`config.mk`:
```
export PLATFORM = sky130hd
export DESIGN_NAME = hole_fit_allocator
export DESIGN_NICKNAME = d
export VERILOG_FILES = /design/src/sv/hfa_pkg.sv /design/src/sv/hfa_ram.sv /design/src/sv/hfa_datapath.sv /design/src/sv/hfa_ctrl.sv /design/src/sv/hole_fit_allocator.sv
export SDC_FILE = /design/constraint.sdc
export NUM_CORES = 2
export LEC_CHECK = 0
export ABC_CLOCK_PERIOD_IN_PS = 7800
export BUFFER_PORTS_ARGS = -buffer_cell sky130_fd_sc_hd__buf_2
export CORE_MARGIN = 1
export CORE_UTILIZATION = 50
export DETAILED_ROUTE_END_ITERATION = 10
export MAX_ROUTING_LAYER = met4
export PLACE_DENSITY = 0.75
export SETUP_SLACK_MARGIN = 0.15
export SLEW_MARGIN = 10
export SYNTH_ARGS = -nofsm -noshare
export SYNTH_HDL_FRONTEND = slang
export SYNTH_HIERARCHICAL = 1
export SYNTH_SLANG_ARGS = --single-unit
```
`constraint.sdc`:
```
create_clock -name clk -period 7.8 [get_ports clk]
set_input_delay 0.78 -clock clk [delete_from_list [all_inputs] [get_ports clk]]
set_output_delay 0.78 -clock clk [all_outputs]
set_load 0.05 [all_outputs]
```
`src/sv/hfa_pkg.sv`:
```
// Shared constants, codes and types of the hole-fit allocator.
`timescale 1ns / 1ps

package hfa_pkg;

    // Table geometry
    localparam int MAX_HOLES  = 32;
    localparam int ADDR_BITS  = 20;
    localparam int SIZE_W     = ADDR_BITS + 1;
    localparam int IDX_W      = $clog2(MAX_HOLES);
    localparam int CNT_W      = $clog2(MAX_HOLES + 1);
    localparam int SUM_W      = SIZE_W + IDX_W;
    localparam int ENTRY_W    = 1 + SIZE_W + ADDR_BITS;

    // Field widths
    localparam int FUNC_W     = 2;
    localparam int STATUS_W   = 3;
    localparam int FIT_W      = 2;
    localparam int CFG_IDX_W  = 1;
    localparam int CFG_DATA_W = SIZE_W;

    // Register indexes
    localparam logic [CFG_IDX_W-1:0] CFG_FIT_MODE    = 1'd0;
    localparam logic [CFG_IDX_W-1:0] CFG_MEMORY_SIZE = 1'd1;

    // Register reset values
    localparam logic [FIT_W-1:0]  FIT_MODE_RESET    = 2'd0;
    localparam logic [SIZE_W-1:0] MEMORY_SIZE_RESET = SIZE_W'(4096);

    // Fit policies (code 3 behaves as first fit)
    localparam logic [FIT_W-1:0] FIT_FIRST = 2'd0;
    localparam logic [FIT_W-1:0] FIT_BEST  = 2'd1;
    localparam logic [FIT_W-1:0] FIT_WORST = 2'd2;

    // Operations
    localparam logic [FUNC_W-1:0] FUNC_ALLOC  = 2'd0;
    localparam logic [FUNC_W-1:0] FUNC_APPEND = 2'd1;
    localparam logic [FUNC_W-1:0] FUNC_CLEAR  = 2'd2;

    // Result status codes
    localparam logic [STATUS_W-1:0] STS_ALLOCATED = 3'd0;
    localparam logic [STATUS_W-1:0] STS_COMPACT   = 3'd1;
    localparam logic [STATUS_W-1:0] STS_NO_SPACE  = 3'd2;
    localparam logic [STATUS_W-1:0] STS_FULL      = 3'd3;
    localparam logic [STATUS_W-1:0] STS_OP_DONE   = 3'd4;

    typedef struct packed {
        logic [FUNC_W-1:0]    func;
        logic [SIZE_W-1:0]    request_size;
        logic [ADDR_BITS-1:0] entry_base;
        logic [SIZE_W-1:0]    entry_size;
        logic                 entry_free;
    } in_item_t;

    typedef struct packed {
        logic [STATUS_W-1:0]  status;
        logic [ADDR_BITS-1:0] granted_base;
        logic [CNT_W-1:0]     hole_count;
    } out_item_t;

    typedef struct packed {
        logic                 free;
        logic [SIZE_W-1:0]    size;
        logic [ADDR_BITS-1:0] base;
    } hole_entry_t;

    // Controller -> datapath
    typedef struct packed {
        logic take_item;
        logic scan;
        logic decide;
        logic shift;
        logic wr_used;
        logic wr_rem;
        logic table_op;
        logic load_out;
    } hfa_cmd_t;

    // Datapath -> controller
    typedef struct packed {
        logic [FUNC_W-1:0] new_func;
        logic              scan_done;
        logic              found;
        logic              full;
        logic              shift_last;
    } hfa_sts_t;

endpackage

```
`src/sv/hfa_ram.sv`:
```
// Generic single-port-write, single-port-read RAM with registered read data.
`timescale 1ns / 1ps

module hfa_ram #(
    parameter int WIDTH = 8,
    parameter int DEPTH = 16
) (
    input  logic                     clk,
    input  logic                     we,
    input  logic [$clog2(DEPTH)-1:0] waddr,
    input  logic [WIDTH-1:0]         wdata,
    input  logic [$clog2(DEPTH)-1:0] raddr,
    output logic [WIDTH-1:0]         rdata
);

    logic [WIDTH-1:0] mem [DEPTH];
    logic [WIDTH-1:0] rdata_reg;

    always_ff @(posedge clk)
    begin
        if (we)
        begin
            mem[waddr] <= wdata;
        end
        rdata_reg <= mem[raddr];
    end

    assign rdata = rdata_reg;

endmodule

```
`src/sv/hfa_datapath.sv`:
```
// Datapath of the hole-fit allocator: hole table, scan, shift and result registers.
`timescale 1ns / 1ps

module hfa_datapath (
    input  logic                             clk,
    input  logic                             rst_n,
    input  logic                             cfg_we,
    input  logic [hfa_pkg::CFG_IDX_W-1:0]    cfg_index,
    input  logic [hfa_pkg::CFG_DATA_W-1:0]   cfg_data,
    input  hfa_pkg::in_item_t                in_data,
    input  hfa_pkg::hfa_cmd_t                cmd,
    output hfa_pkg::hfa_sts_t                sts,
    output hfa_pkg::out_item_t               out_data
);

    // Configuration
    logic [hfa_pkg::FIT_W-1:0]     fit_mode_reg, fit_mode_next;
    logic [hfa_pkg::SIZE_W-1:0]    memory_size_reg, memory_size_next;

    // Control state
    logic [hfa_pkg::CNT_W-1:0]     count_reg, count_next;
    logic [hfa_pkg::CNT_W-1:0]     scan_idx_reg, scan_idx_next;
    logic                          eval_vld_reg, eval_vld_next;
    logic                          found_reg, found_next;
    logic                          pend_reg, pend_next;

    // Payload
    hfa_pkg::in_item_t             item_reg, item_next;
    logic [hfa_pkg::IDX_W-1:0]     eval_idx_reg, eval_idx_next;
    logic [hfa_pkg::IDX_W-1:0]     pick_idx_reg, pick_idx_next;
    logic [hfa_pkg::ADDR_BITS-1:0] pick_base_reg, pick_base_next;
    logic [hfa_pkg::SIZE_W-1:0]    pick_size_reg, pick_size_next;
    logic [hfa_pkg::SUM_W-1:0]     sum_reg, sum_next;
    logic [hfa_pkg::IDX_W-1:0]     ptr_reg, ptr_next;
    logic [hfa_pkg::IDX_W-1:0]     pend_addr_reg, pend_addr_next;
    logic [hfa_pkg::STATUS_W-1:0]  res_status_reg, res_status_next;
    logic [hfa_pkg::ADDR_BITS-1:0] res_base_reg, res_base_next;
    hfa_pkg::out_item_t            out_data_reg, out_data_next;

    // RAM ports
    logic                          ram_we;
    logic [hfa_pkg::IDX_W-1:0]     ram_waddr;
    logic [hfa_pkg::ENTRY_W-1:0]   ram_wdata;
    logic [hfa_pkg::IDX_W-1:0]     ram_raddr;
    logic [hfa_pkg::ENTRY_W-1:0]   ram_rdata;

    hfa_pkg::hole_entry_t          rd_entry;
    hfa_pkg::hole_entry_t          wr_entry;
    logic                          fits;
    logic                          take;
    logic                          scan_issue;
    logic                          shift_issue;
    logic                          shift_last;
    logic                          full;
    logic [hfa_pkg::CNT_W-1:0]     ptr_plus1;
    logic [hfa_pkg::CNT_W-1:0]     count_m1;

    hfa_ram #(
        .WIDTH (hfa_pkg::ENTRY_W),
        .DEPTH (hfa_pkg::MAX_HOLES)
    ) u_table (
        .clk   (clk),
        .we    (ram_we),
        .waddr (ram_waddr),
        .wdata (ram_wdata),
        .raddr (ram_raddr),
        .rdata (ram_rdata)
    );

    assign rd_entry    = hfa_pkg::hole_entry_t'(ram_rdata);
    assign full        = (count_reg >= hfa_pkg::CNT_W'(hfa_pkg::MAX_HOLES));
    assign ptr_plus1   = hfa_pkg::CNT_W'(ptr_reg) + hfa_pkg::CNT_W'(1);
    assign count_m1    = count_reg - hfa_pkg::CNT_W'(1);
    assign shift_last  = (ptr_plus1 >= count_reg);
    assign scan_issue  = cmd.scan && (scan_idx_reg < count_reg);
    assign shift_issue = cmd.shift && !shift_last;

    // Fit test on the entry returned by the RAM
    always_comb
    begin
        fits = rd_entry.free && (rd_entry.size >= item_reg.request_size);
        case (fit_mode_reg)
            hfa_pkg::FIT_BEST:
            begin
                take = fits && (rd_entry.size <= memory_size_reg)
                       && (!found_reg || (rd_entry.size < pick_size_reg));
            end
            hfa_pkg::FIT_WORST:
            begin
                take = fits && (!found_reg || (rd_entry.size > pick_size_reg));
            end
            default:
            begin
                take = fits && !found_reg;
            end
        endcase
    end

    // Read address: shift reads one ahead, scan walks from the start
    always_comb
    begin
        if (cmd.shift)
        begin
            ram_raddr = ptr_plus1[hfa_pkg::IDX_W-1:0];
        end
        else
        begin
            ram_raddr = scan_idx_reg[hfa_pkg::IDX_W-1:0];
        end
    end

    // Write port
    always_comb
    begin
        ram_we    = 1'b0;
        ram_waddr = count_reg[hfa_pkg::IDX_W-1:0];
        wr_entry  = rd_entry;
        if (pend_reg)
        begin
            ram_we    = 1'b1;
            ram_waddr = pend_addr_reg;
        end
        else if (cmd.wr_used)
        begin
            ram_we        = 1'b1;
            ram_waddr     = count_m1[hfa_pkg::IDX_W-1:0];
            wr_entry.free = 1'b0;
            wr_entry.size = item_reg.request_size;
            wr_entry.base = pick_base_reg;
        end
        else if (cmd.wr_rem)
        begin
            ram_we        = 1'b1;
            wr_entry.free = 1'b1;
            wr_entry.size = pick_size_reg - item_reg.request_size;
            wr_entry.base = pick_base_reg
                            + item_reg.request_size[hfa_pkg::ADDR_BITS-1:0];
        end
        else if (cmd.table_op && (item_reg.func == hfa_pkg::FUNC_APPEND) && !full)
        begin
            ram_we        = 1'b1;
            wr_entry.free = item_reg.entry_free;
            wr_entry.size = item_reg.entry_size;
            wr_entry.base = item_reg.entry_base;
        end
    end

    assign ram_wdata = hfa_pkg::ENTRY_W'(wr_entry);

    // Next-state logic
    always_comb
    begin
        fit_mode_next    = fit_mode_reg;
        memory_size_next = memory_size_reg;
        count_next       = count_reg;
        scan_idx_next    = scan_idx_reg;
        eval_vld_next    = scan_issue;
        eval_idx_next    = scan_idx_reg[hfa_pkg::IDX_W-1:0];
        found_next       = found_reg;
        pend_next        = shift_issue;
        pend_addr_next   = ptr_reg;
        item_next        = item_reg;
        pick_idx_next    = pick_idx_reg;
        pick_base_next   = pick_base_reg;
        pick_size_next   = pick_size_reg;
        sum_next         = sum_reg;
        ptr_next         = ptr_reg;
        res_status_next  = res_status_reg;
        res_base_next    = res_base_reg;
        out_data_next    = out_data_reg;

        if (cfg_we)
        begin
            case (cfg_index)
                hfa_pkg::CFG_FIT_MODE:    fit_mode_next    = cfg_data[hfa_pkg::FIT_W-1:0];
                hfa_pkg::CFG_MEMORY_SIZE: memory_size_next = cfg_data;
                default: ;
            endcase
        end

        if (cmd.take_item)
        begin
            item_next     = in_data;
            scan_idx_next = '0;
            found_next    = 1'b0;
            sum_next      = '0;
        end

        if (scan_issue)
        begin
            scan_idx_next = scan_idx_reg + hfa_pkg::CNT_W'(1);
        end

        // Evaluate the entry read in the previous cycle
        if (eval_vld_reg)
        begin
            if (take)
            begin
                found_next     = 1'b1;
                pick_idx_next  = eval_idx_reg;
                pick_base_next = rd_entry.base;
                pick_size_next = rd_entry.size;
            end
            if (rd_entry.free)
            begin
                sum_next = sum_reg + hfa_pkg::SUM_W'(rd_entry.size);
            end
        end

        if (cmd.decide)
        begin
            ptr_next      = pick_idx_reg;
            res_base_next = '0;
            if (!found_reg)
            begin
                res_status_next = (sum_reg >= hfa_pkg::SUM_W'(item_reg.request_size))
                                  ? hfa_pkg::STS_COMPACT : hfa_pkg::STS_NO_SPACE;
            end
            else
            begin
                res_status_next = hfa_pkg::STS_FULL;
            end
        end

        if (shift_issue)
        begin
            ptr_next = ptr_plus1[hfa_pkg::IDX_W-1:0];
        end

        if (cmd.wr_rem)
        begin
            count_next      = count_reg + hfa_pkg::CNT_W'(1);
            res_status_next = hfa_pkg::STS_ALLOCATED;
            res_base_next   = pick_base_reg;
        end

        if (cmd.table_op)
        begin
            res_base_next   = '0;
            res_status_next = hfa_pkg::STS_OP_DONE;
            case (item_reg.func)
                hfa_pkg::FUNC_APPEND:
                begin
                    if (full)
                    begin
                        res_status_next = hfa_pkg::STS_FULL;
                    end
                    else
                    begin
                        count_next = count_reg + hfa_pkg::CNT_W'(1);
                    end
                end
                hfa_pkg::FUNC_CLEAR:
                begin
                    count_next = '0;
                end
                default: ;
            endcase
        end

        if (cmd.load_out)
        begin
            out_data_next.status       = res_status_reg;
            out_data_next.granted_base = res_base_reg;
            out_data_next.hole_count   = count_reg;
        end
    end

    always_ff @(posedge clk or negedge rst_n)
    begin
        if (!rst_n)
        begin
            fit_mode_reg    <= hfa_pkg::FIT_MODE_RESET;
            memory_size_reg <= hfa_pkg::MEMORY_SIZE_RESET;
            count_reg       <= '0;
            scan_idx_reg    <= '0;
            eval_vld_reg    <= 1'b0;
            found_reg       <= 1'b0;
            pend_reg        <= 1'b0;
        end
        else
        begin
            fit_mode_reg    <= fit_mode_next;
            memory_size_reg <= memory_size_next;
            count_reg       <= count_next;
            scan_idx_reg    <= scan_idx_next;
            eval_vld_reg    <= eval_vld_next;
            found_reg       <= found_next;
            pend_reg        <= pend_next;
        end
    end

    always_ff @(posedge clk)
    begin
        item_reg       <= item_next;
        eval_idx_reg   <= eval_idx_next;
        pick_idx_reg   <= pick_idx_next;
        pick_base_reg  <= pick_base_next;
        pick_size_reg  <= pick_size_next;
        sum_reg        <= sum_next;
        ptr_reg        <= ptr_next;
        pend_addr_reg  <= pend_addr_next;
        res_status_reg <= res_status_next;
        res_base_reg   <= res_base_next;
        out_data_reg   <= out_data_next;
    end

    assign sts.new_func   = in_data.func;
    assign sts.scan_done  = (scan_idx_reg >= count_reg) && !eval_vld_reg;
    assign sts.found      = found_reg;
    assign sts.full       = full;
    assign sts.shift_last = shift_last;
    assign out_data       = out_data_reg;

    // Table never grows past its depth
    a_count_bound: assert property (@(posedge clk) disable iff (!rst_n)
        count_reg <= hfa_pkg::CNT_W'(hfa_pkg::MAX_HOLES))
        else $error("hole count above table depth");

    // Shift writes stay inside the live table
    a_shift_in_table: assert property (@(posedge clk) disable iff (!rst_n)
        pend_reg |-> (hfa_pkg::CNT_W'(pend_addr_reg) < count_reg))
        else $error("shift write outside live entries");

    // The remainder entry never lands beyond the last slot
    a_rem_room: assert property (@(posedge clk) disable iff (!rst_n)
        cmd.wr_rem |-> !full)
        else $error("remainder written into a full table");

    // A chosen hole is always a live entry
    a_pick_live: assert property (@(posedge clk) disable iff (!rst_n)
        found_reg |-> (hfa_pkg::CNT_W'(pick_idx_reg) < count_reg))
        else $error("picked hole outside live entries");

endmodule

```
`src/sv/hfa_ctrl.sv`:
```
// Controller of the hole-fit allocator: sequences scan, split, table operations and result transfer.
`timescale 1ns / 1ps

module hfa_ctrl (
    input  logic               clk,
    input  logic               rst_n,
    input  logic               in_valid,
    output logic               in_stall,
    output logic               out_valid,
    input  logic               out_stall,
    input  hfa_pkg::hfa_sts_t  sts,
    output hfa_pkg::hfa_cmd_t  cmd
);

    typedef enum logic [7:0] {
        S_IDLE     = 8'b0000_0001,
        S_SCAN     = 8'b0000_0010,
        S_DECIDE   = 8'b0000_0100,
        S_SHIFT    = 8'b0000_1000,
        S_WR_USED  = 8'b0001_0000,
        S_WR_REM   = 8'b0010_0000,
        S_TABLE_OP = 8'b0100_0000,
        S_RESULT   = 8'b1000_0000
    } state_t;

    state_t state_reg, state_next;
    logic   out_valid_reg, out_valid_next;
    logic   slot_free;

    assign slot_free = !out_valid_reg || !out_stall;

    always_comb
    begin
        state_next = state_reg;
        cmd        = '0;
        case (state_reg)
            S_IDLE:
            begin
                if (in_valid)
                begin
                    cmd.take_item = 1'b1;
                    state_next    = (sts.new_func == hfa_pkg::FUNC_ALLOC) ? S_SCAN
                                                                          : S_TABLE_OP;
                end
            end
            S_SCAN:
            begin
                cmd.scan = 1'b1;
                if (sts.scan_done)
                begin
                    state_next = S_DECIDE;
                end
            end
            S_DECIDE:
            begin
                cmd.decide = 1'b1;
                state_next = (sts.found && !sts.full) ? S_SHIFT : S_RESULT;
            end
            S_SHIFT:
            begin
                cmd.shift = 1'b1;
                if (sts.shift_last)
                begin
                    state_next = S_WR_USED;
                end
            end
            S_WR_USED:
            begin
                cmd.wr_used = 1'b1;
                state_next  = S_WR_REM;
            end
            S_WR_REM:
            begin
                cmd.wr_rem = 1'b1;
                state_next = S_RESULT;
            end
            S_TABLE_OP:
            begin
                cmd.table_op = 1'b1;
                state_next   = S_RESULT;
            end
            S_RESULT:
            begin
                if (slot_free)
                begin
                    cmd.load_out = 1'b1;
                    state_next   = S_IDLE;
                end
            end
            default:
            begin
                state_next = S_IDLE;
            end
        endcase
    end

    always_comb
    begin
        if (cmd.load_out)
        begin
            out_valid_next = 1'b1;
        end
        else if (!out_stall)
        begin
            out_valid_next = 1'b0;
        end
        else
        begin
            out_valid_next = out_valid_reg;
        end
    end

    always_ff @(posedge clk or negedge rst_n)
    begin
        if (!rst_n)
        begin
            state_reg     <= S_IDLE;
            out_valid_reg <= 1'b0;
        end
        else
        begin
            state_reg     <= state_next;
            out_valid_reg <= out_valid_next;
        end
    end

    assign in_stall  = (state_reg != S_IDLE);
    assign out_valid = out_valid_reg;

    // A finished result waits while the output register is still held
    a_result_waits: assert property (@(posedge clk) disable iff (!rst_n)
        (state_reg == S_RESULT && out_valid_reg && out_stall) |=> (state_reg == S_RESULT))
        else $error("result overwrote an untaken transfer");

    // Shift keeps going until the last entry has moved
    a_shift_runs: assert property (@(posedge clk) disable iff (!rst_n)
        (state_reg == S_SHIFT && !sts.shift_last) |=> (state_reg == S_SHIFT))
        else $error("shift left early");

endmodule

```
`src/sv/hole_fit_allocator.sv`:
```
// Top level of the hole-fit allocator: controller, datapath and port wiring.
`timescale 1ns / 1ps

// Hole-fit allocator.
// Input channel (in_valid / in_stall / in_data): one transfer per item. func selects
// allocate, append entry or clear table. Output channel (out_valid / out_stall /
// out_data): exactly one result transfer per item, in item order.
// Config channel (cfg_valid / cfg_ready / cfg_index / cfg_data): index 0 is fit_mode,
// index 1 is memory_size. cfg_ready is always high; write only while the block is idle.
// Sequence: append / clear / unused func go from idle through a table operation to
//   the result. Allocate scans the live entries and decides; on a split of entry k it
//   moves the entries behind k down one slot each, writes the used entry and the
//   remainder, then loads the result. A split needs a free slot, so 31 live entries
//   is the largest table that can still split.
// The scan walks the hole table one entry per cycle through the table RAM's single
// read port; the split then moves the tail down one entry per cycle, read and write
// overlapped. One item is in work at a time; in_stall is low only when idle, so the
// next transfer is taken only once the block has gone back to idle after a result.
// The result sits in an output register, so a new item is taken while it waits.
// A stalled receiver holds the result; a following result waits inside the block.
// Reset: table empty, fit_mode first fit, memory_size 4096, no result pending.
// Table RAM contents need no clearing: only live entries are ever read.

module hole_fit_allocator (
    input  logic                            clk,
    input  logic                            rst_n,
    input  logic                            in_valid,
    output logic                            in_stall,
    input  hfa_pkg::in_item_t               in_data,
    output logic                            out_valid,
    input  logic                            out_stall,
    output hfa_pkg::out_item_t              out_data,
    input  logic                            cfg_valid,
    output logic                            cfg_ready,
    input  logic [hfa_pkg::CFG_IDX_W-1:0]   cfg_index,
    input  logic [hfa_pkg::CFG_DATA_W-1:0]  cfg_data
);

    hfa_pkg::hfa_cmd_t cmd;
    hfa_pkg::hfa_sts_t sts;
    logic              cfg_we;

    // Register writes complete in the cycle they are offered
    assign cfg_ready = 1'b1;
    assign cfg_we    = cfg_valid && cfg_ready;

    hfa_ctrl u_ctrl (
        .clk       (clk),
        .rst_n     (rst_n),
        .in_valid  (in_valid),
        .in_stall  (in_stall),
        .out_valid (out_valid),
        .out_stall (out_stall),
        .sts       (sts),
        .cmd       (cmd)
    );

    hfa_datapath u_datapath (
        .clk       (clk),
        .rst_n     (rst_n),
        .cfg_we    (cfg_we),
        .cfg_index (cfg_index),
        .cfg_data  (cfg_data),
        .in_data   (in_data),
        .cmd       (cmd),
        .sts       (sts),
        .out_data  (out_data)
    );

endmodule
```
Word-level counts from Yosys, hierarchy flattened
Memory sizes are Yosys's and may differ from the RTL's. A register that Yosys moved wholly into a read port is not among the register bits.
Cells that the tools add are included.
{"block": "classes", "n_mux": 56, "eq_ne": 18, "n_reduce_logical": 30, "bitwise": 1, "magnitude_cmp": 9, "addsub": 7}
{"op": "42-bit 2-to-1 mux", "n": 4}
{"op": "26-bit 2-to-1 mux", "n": 3}
{"op": "8-bit one-hot mux with 7 select lines", "n": 1}
{"op": "20-bit 2-to-1 mux", "n": 2}
{"op": "8-bit 2-to-1 mux", "n": 5}
{"op": "6-bit 2-to-1 mux", "n": 5}
{"op": "26-bit by 21-bit adder with 26-bit output", "n": 1}
{"op": "26-bit by 21-bit >= comparator with 1-bit output", "n": 1}
{"op": "5-bit 2-to-1 mux", "n": 5}
{"op": "21-bit >= comparator", "n": 1}
{"op": "21-bit > comparator", "n": 1}
{"op": "21-bit <= comparator", "n": 1}
{"op": "21-bit < comparator", "n": 1}
{"op": "1-bit 2-to-1 mux", "n": 21}
{"op": "21-bit subtractor", "n": 1}
{"op": "20-bit adder", "n": 1}
{"op": "3-bit 2-to-1 mux", "n": 6}
{"op": "6-bit by 1-bit adder with 6-bit output, second input constant", "n": 2}
{"op": "6-bit >= comparator", "n": 2}
{"op": "6-bit one-hot mux with 2 select lines", "n": 1}
{"op": "1-bit logical AND", "n": 11}
{"op": "8-bit by 1-bit equality test with 1-bit output, second input constant", "n": 1}
{"op": "8-bit by 2-bit equality test with 1-bit output, second input constant", "n": 1}
{"op": "8-bit by 3-bit equality test with 1-bit output, second input constant", "n": 1}
{"op": "26 further kinds", "n": 42}
{"block": "totals", "register_bits": 251, "mem_count": 1, "inputBits": 92, "output_inout_bits": 32, "ram_bits": 1344, "wordCells": 148}
{"name": "u_datapath.u_table.mem", "words": 32, "width": 42, "read_ports": 1, "rd_ports_with_merged_regs": 1, "wr": 1, "line": "hfa_ram.sv:16", "text": "logic [WIDTH-1:0] mem [DEPTH];"}

Longest topological paths before layout
{"block": "depth", "word_depth": 10, "ltp_mapped": 14, "mapped_depth_nobuf": 12}

By module
Netlist, hierarchy kept.
{"mod": "hfa_ram", "seq_area_each_um2": 41199.5, "cells_each": 2953, "n_inst": 1, "area_per_inst_um2": 53202.3}
{"mod": "hfa_datapath", "seq_area_each_um2": 6517.5, "cells_each": 1428, "n_inst": 1, "area_per_inst_um2": 14681.6}
{"mod": "hfa_ctrl", "seq_area_each_um2": 226.5, "cells_each": 63, "n_inst": 1, "area_per_inst_um2": 598.1}
{"mod": "hole_fit_allocator", "seq_area_each_um2": 0.0, "cells_each": 2, "n_inst": 1, "area_per_inst_um2": 11.3}

Worst setup path after synthesis
No wires, ideal clock.
{"block": "synth_timing", "path_type": "register to register", "start": "reg u_ctrl.state_reg[7]", "end": "mem u_datapath/u_table/mem[19][0] (netlist name) (enable)", "path_buffers": 1, "setup_ns": 0.442, "arrival_ns": 5.006, "required_ns": 7.358, "period_less_slack_ns": 5.448, "slack_ns": 2.352, "path_stages_with_launch": 11, "path_cell_list": "dfrtp_1 or3_1 or3_4 nor4b_1 clkbuf_1 nand2_1 nor3_1 xnor2_1 o21ai_0 or3b_2 nor2_1"}
{"item": "start, declared", "line": "hfa_ctrl.sv:26", "text": "state_t state_reg, state_next;"}
{"item": "start signal, assigned", "line": "hfa_ctrl.sv:122", "text": "state_reg <= state_next;"}
{"item": "end, declared", "line": "hfa_ram.sv:16"}

==> flow_metrics.py <==
metrics = {
    "status": {
        "outcome": "finished, final reports clean",
    },
    "drt": {
        "drt_iter0_drc": 4822,
        "first_pass_iters": 5,
        "ant_nets": 0,
        "wl_per_cell_microns": 25.2,
        "vias": 39800,
        "drc_errors": 0,
        "totalWireLength_mm": 165,
        "via_per_inst": 6.11,
    },
    "worst_hold_path": {
        "hold_depth": 1,
        "min-delay-start": "in_data[1]",
        "hold_path.class": "in2reg",
        "min_to": "u_datapath/item_reg[1]",
    },
    "worst_setup_path": {
        "cpMostUsedCell": "buf_4",
        "worst_ep_required_time_ps": 8260,
        "cp-startpoint": "u_ctrl/state_reg[7]",
        "critPathKind": "reg2reg",
        "crit_path_cell_trace": "or3_1 > or3_4 > nor4b_2 > buf_4 > inv_1 > buf_4 > nand2_1 > nor2_1 > nand2_1 > or3b_2 > nor2_4 > buf_4",
        "cp_slowest_cell": "nor2_4",
        "crit_buf_inv": 4,
        "reg2reg_slack_ps": 2160,
        "crit_family": "simple AND/OR/NAND/NOR gates",
        "critPathLaunchType": "flop",
        "reg2regPathDepth": 12,
        "reg2reg_to": "u_datapath/u_table/mem[16][35]",
        "cp.arrival_ps": 6100,
        "path_max_fanout": 49,
        "rr_startpoint": "u_ctrl/state_reg[7]",
        "max_stage_delay_ps": 940,
        "cp-end-kind": "flop",
    },
    "power": {
        "p_per_area_nw_per_um2": 308,
        "p_leak_nw": 25.4,
        "vdd_drop_max_mv": 0.256,
        "p_total_mw": 23.6,
    },
    "sta": {
        "setup_slack_ps": 2160,
        "period_share": 0.723,
        "drv_slew": 0,
        "fin_skew_ps": 31.2,
        "min_period_ps": 5640,
        "maxSlewHeadroom": 0.189,
        "finalSetupTns_ps": 0,
        "worst_pin_slew_ps": 1210,
        "setup_viol": 0,
        "hold_slack_ps": 164,
        "rsz0062_at_grt": "no",
        "finalHoldViolations": 0,
        "timing.fmax_mhz": 177,
    },
    "synthesis": {
        "syn_area_per_cell_sq_um": 15.4,
        "synthesis.nets": 4703,
        "synth_cell_types": 92,
        "synth_edf_count": 1492,
        "synth_seq_cells": 1637,
        "yosys_warnings": 6,
        "syn_inst": 4446,
        "ys_async_sr_fraction": 0.0287,
        "synthFlopType": "edfxtp_1",
        "ys_seq_area_frac": 0.700,
        "syn_area_sq_um": 68500,
    },
    "cells_and_area": {
        "largest_reg_flops": 1344,
        "area_growth_pct": 11.7,
        "final_util": 0.564,
        "fin_area_sq_um": 76500,
        "final_common_cell": "edfxtp_1",
        "stdcell_count": 6521,
        "final_layout_size_suffix_gt1_frac": 0.123,
        "layout_common_cells": "edfxtp_1 (1492), mux2i_1 (692), a21oi_1 (239), nand2_1 (208), nand3_1 (168)",
        "nNetsFinal": 4865,
        "num-fill-cells": 10300,
    },
    "placement": {
        "place_ws_ps": 2220,
        "place_congestion": 0.925,
        "dpl.cell_count": 6225,
        "place.port_buffers": 122,
        "dpl-instance-area_sq_um": 71400,
        "dpl.hpwl_mm": 102,
    },
    "floorplan": {
        "dieArea_sq_um": 138000,
        "chipWidth_microns": 372,
        "die_h_microns": 372,
        "core.rowCount": 135,
        "core_sq_um": 136000,
        "start_util": 0.505,
        "num_io_pins": 124,
    },
    "global_route": {
        "antenna_found_initial": 5,
        "grt_first_pass_wirelength_mm": 243,
        "grt_max_degree": 129,
        "grt_usage": 0.244,
        "grt_pass1_vias": 38500,
        "grt_overflow": 0,
    },
    "cts": {
        "ctsResizeCount": 0,
        "clockRootBuffer": "clkbuf_16",
        "cts_sinks": 1637,
        "clkSlewWorstSetupHoldPaths_ps": 70,
        "htree_num_levels": 4,
        "cts_tree": "done",
        "worstSkewPairLatency_ps": 810,
        "clockBufferDepth": 3,
        "numCtsBuffers": 158,
        "post_cts_buffers": 0,
    },
    "job": {
        "maxCapViolCount": 0,
    },
}
cells in the mapped netlist, types with 16 or more instances:
master,instances,area [sq um]
buf_6,24,270
a31oi_1,48,300
dfxtp_1,98,1960
nor3_1,66,330
dfrtp_1,45,1130
nand3_1,170,851
nand4_1,20,125
xor2_1,25,219
nor2b_1,18,113
xnor2_1,36,315
ha_1,162,2030
nor2_1,132,495
a22o_1,105,920
nand2_1,209,785
edfxtp_1,1492,44800
buf_2,48,240
mux2_2,36,405
clkbuf_1,77,289
nand2b_1,22,138
buf_4,43,323
o22ai_1,16,100
o21ai_0,107,536
a22oi_1,137,1030
mux2i_1,693,6940
inv_1,98,368
o21a_1,26,195
a21oi_1,246,1230
a21o_1,45,338
area by class of cell:
class / instances / area (sq um) / area share
Clock inverter: 87 / 820 / 0.0107
Sequential cell: 1637 / 47900 / 0.626
Timing Repair Buffer: 221 / 1550 / 0.0203
Multi-Input combinational cell: 2490 / 19400 / 0.254
Clock buffer: 200 / 4170 / 0.0545
Inverter: 100 / 375 / 0.00490
Tap cell: 1781 / 2230 / 0.0291
Antenna cell: 5 / 12.5 / 0.000163
metal layers:
layer / part of all wire / wire [microns] / global-route usage / up-vias
met5: 0 / 0 / - / -
met4: 0.029 / 4850 / 0.0842 / 0
met3: 0.093 / 15300 / 0.0419 / 272
met2: 0.46 / 74900 / 0.362 / 1926
met1: 0.42 / 69500 / 0.339 / 20000
li1: - / - / - / 17600
how the worst max path moves through the flow:
stage | slack [ps] | endpoint | cells after the start
after floorplan | 2350 | u_datapath/u_table/mem[19][0] | 10
after global placement | 2310 | u_datapath/u_table/mem[20][30] | 12
after detailed placement | 2220 | u_datapath/u_table/mem[20][34] | 12
after CTS | 2220 | u_datapath/u_table/mem[20][27] | 12
after global routing | 1960 | u_datapath/u_table/mem[20][27] | 12
final | 2160 | u_datapath/u_table/mem[16][35] | 12
cells by family after synthesis:
group                    synth area share
buffers and inverters              0.0252
adder cells (fa/ha/maj)            0.0305
AO/OA/AOI/OAI                      0.0801
AND/OR/NAND/NOR                    0.0491
other                           0.0000547
multiplexers                        0.107
XOR/XNOR                          0.00780
flip-flops                          0.700
repair_timing:
item                                    4_1_cts  5_1_grt
hold buffers                                  1        0
endpoints found under the hold margin        22        0
endpoints found under the setup margin        0        0
where the power goes:
part           switching (mW)  internal [mW]  total (mW)
Combinational            3.30           1.82        5.12
Sequential              0.391           10.7        11.0
Clock                    3.23           4.17        7.40
Total                    6.92           16.6        23.6
No activity file was read; power rests on OpenSTA's default activity.
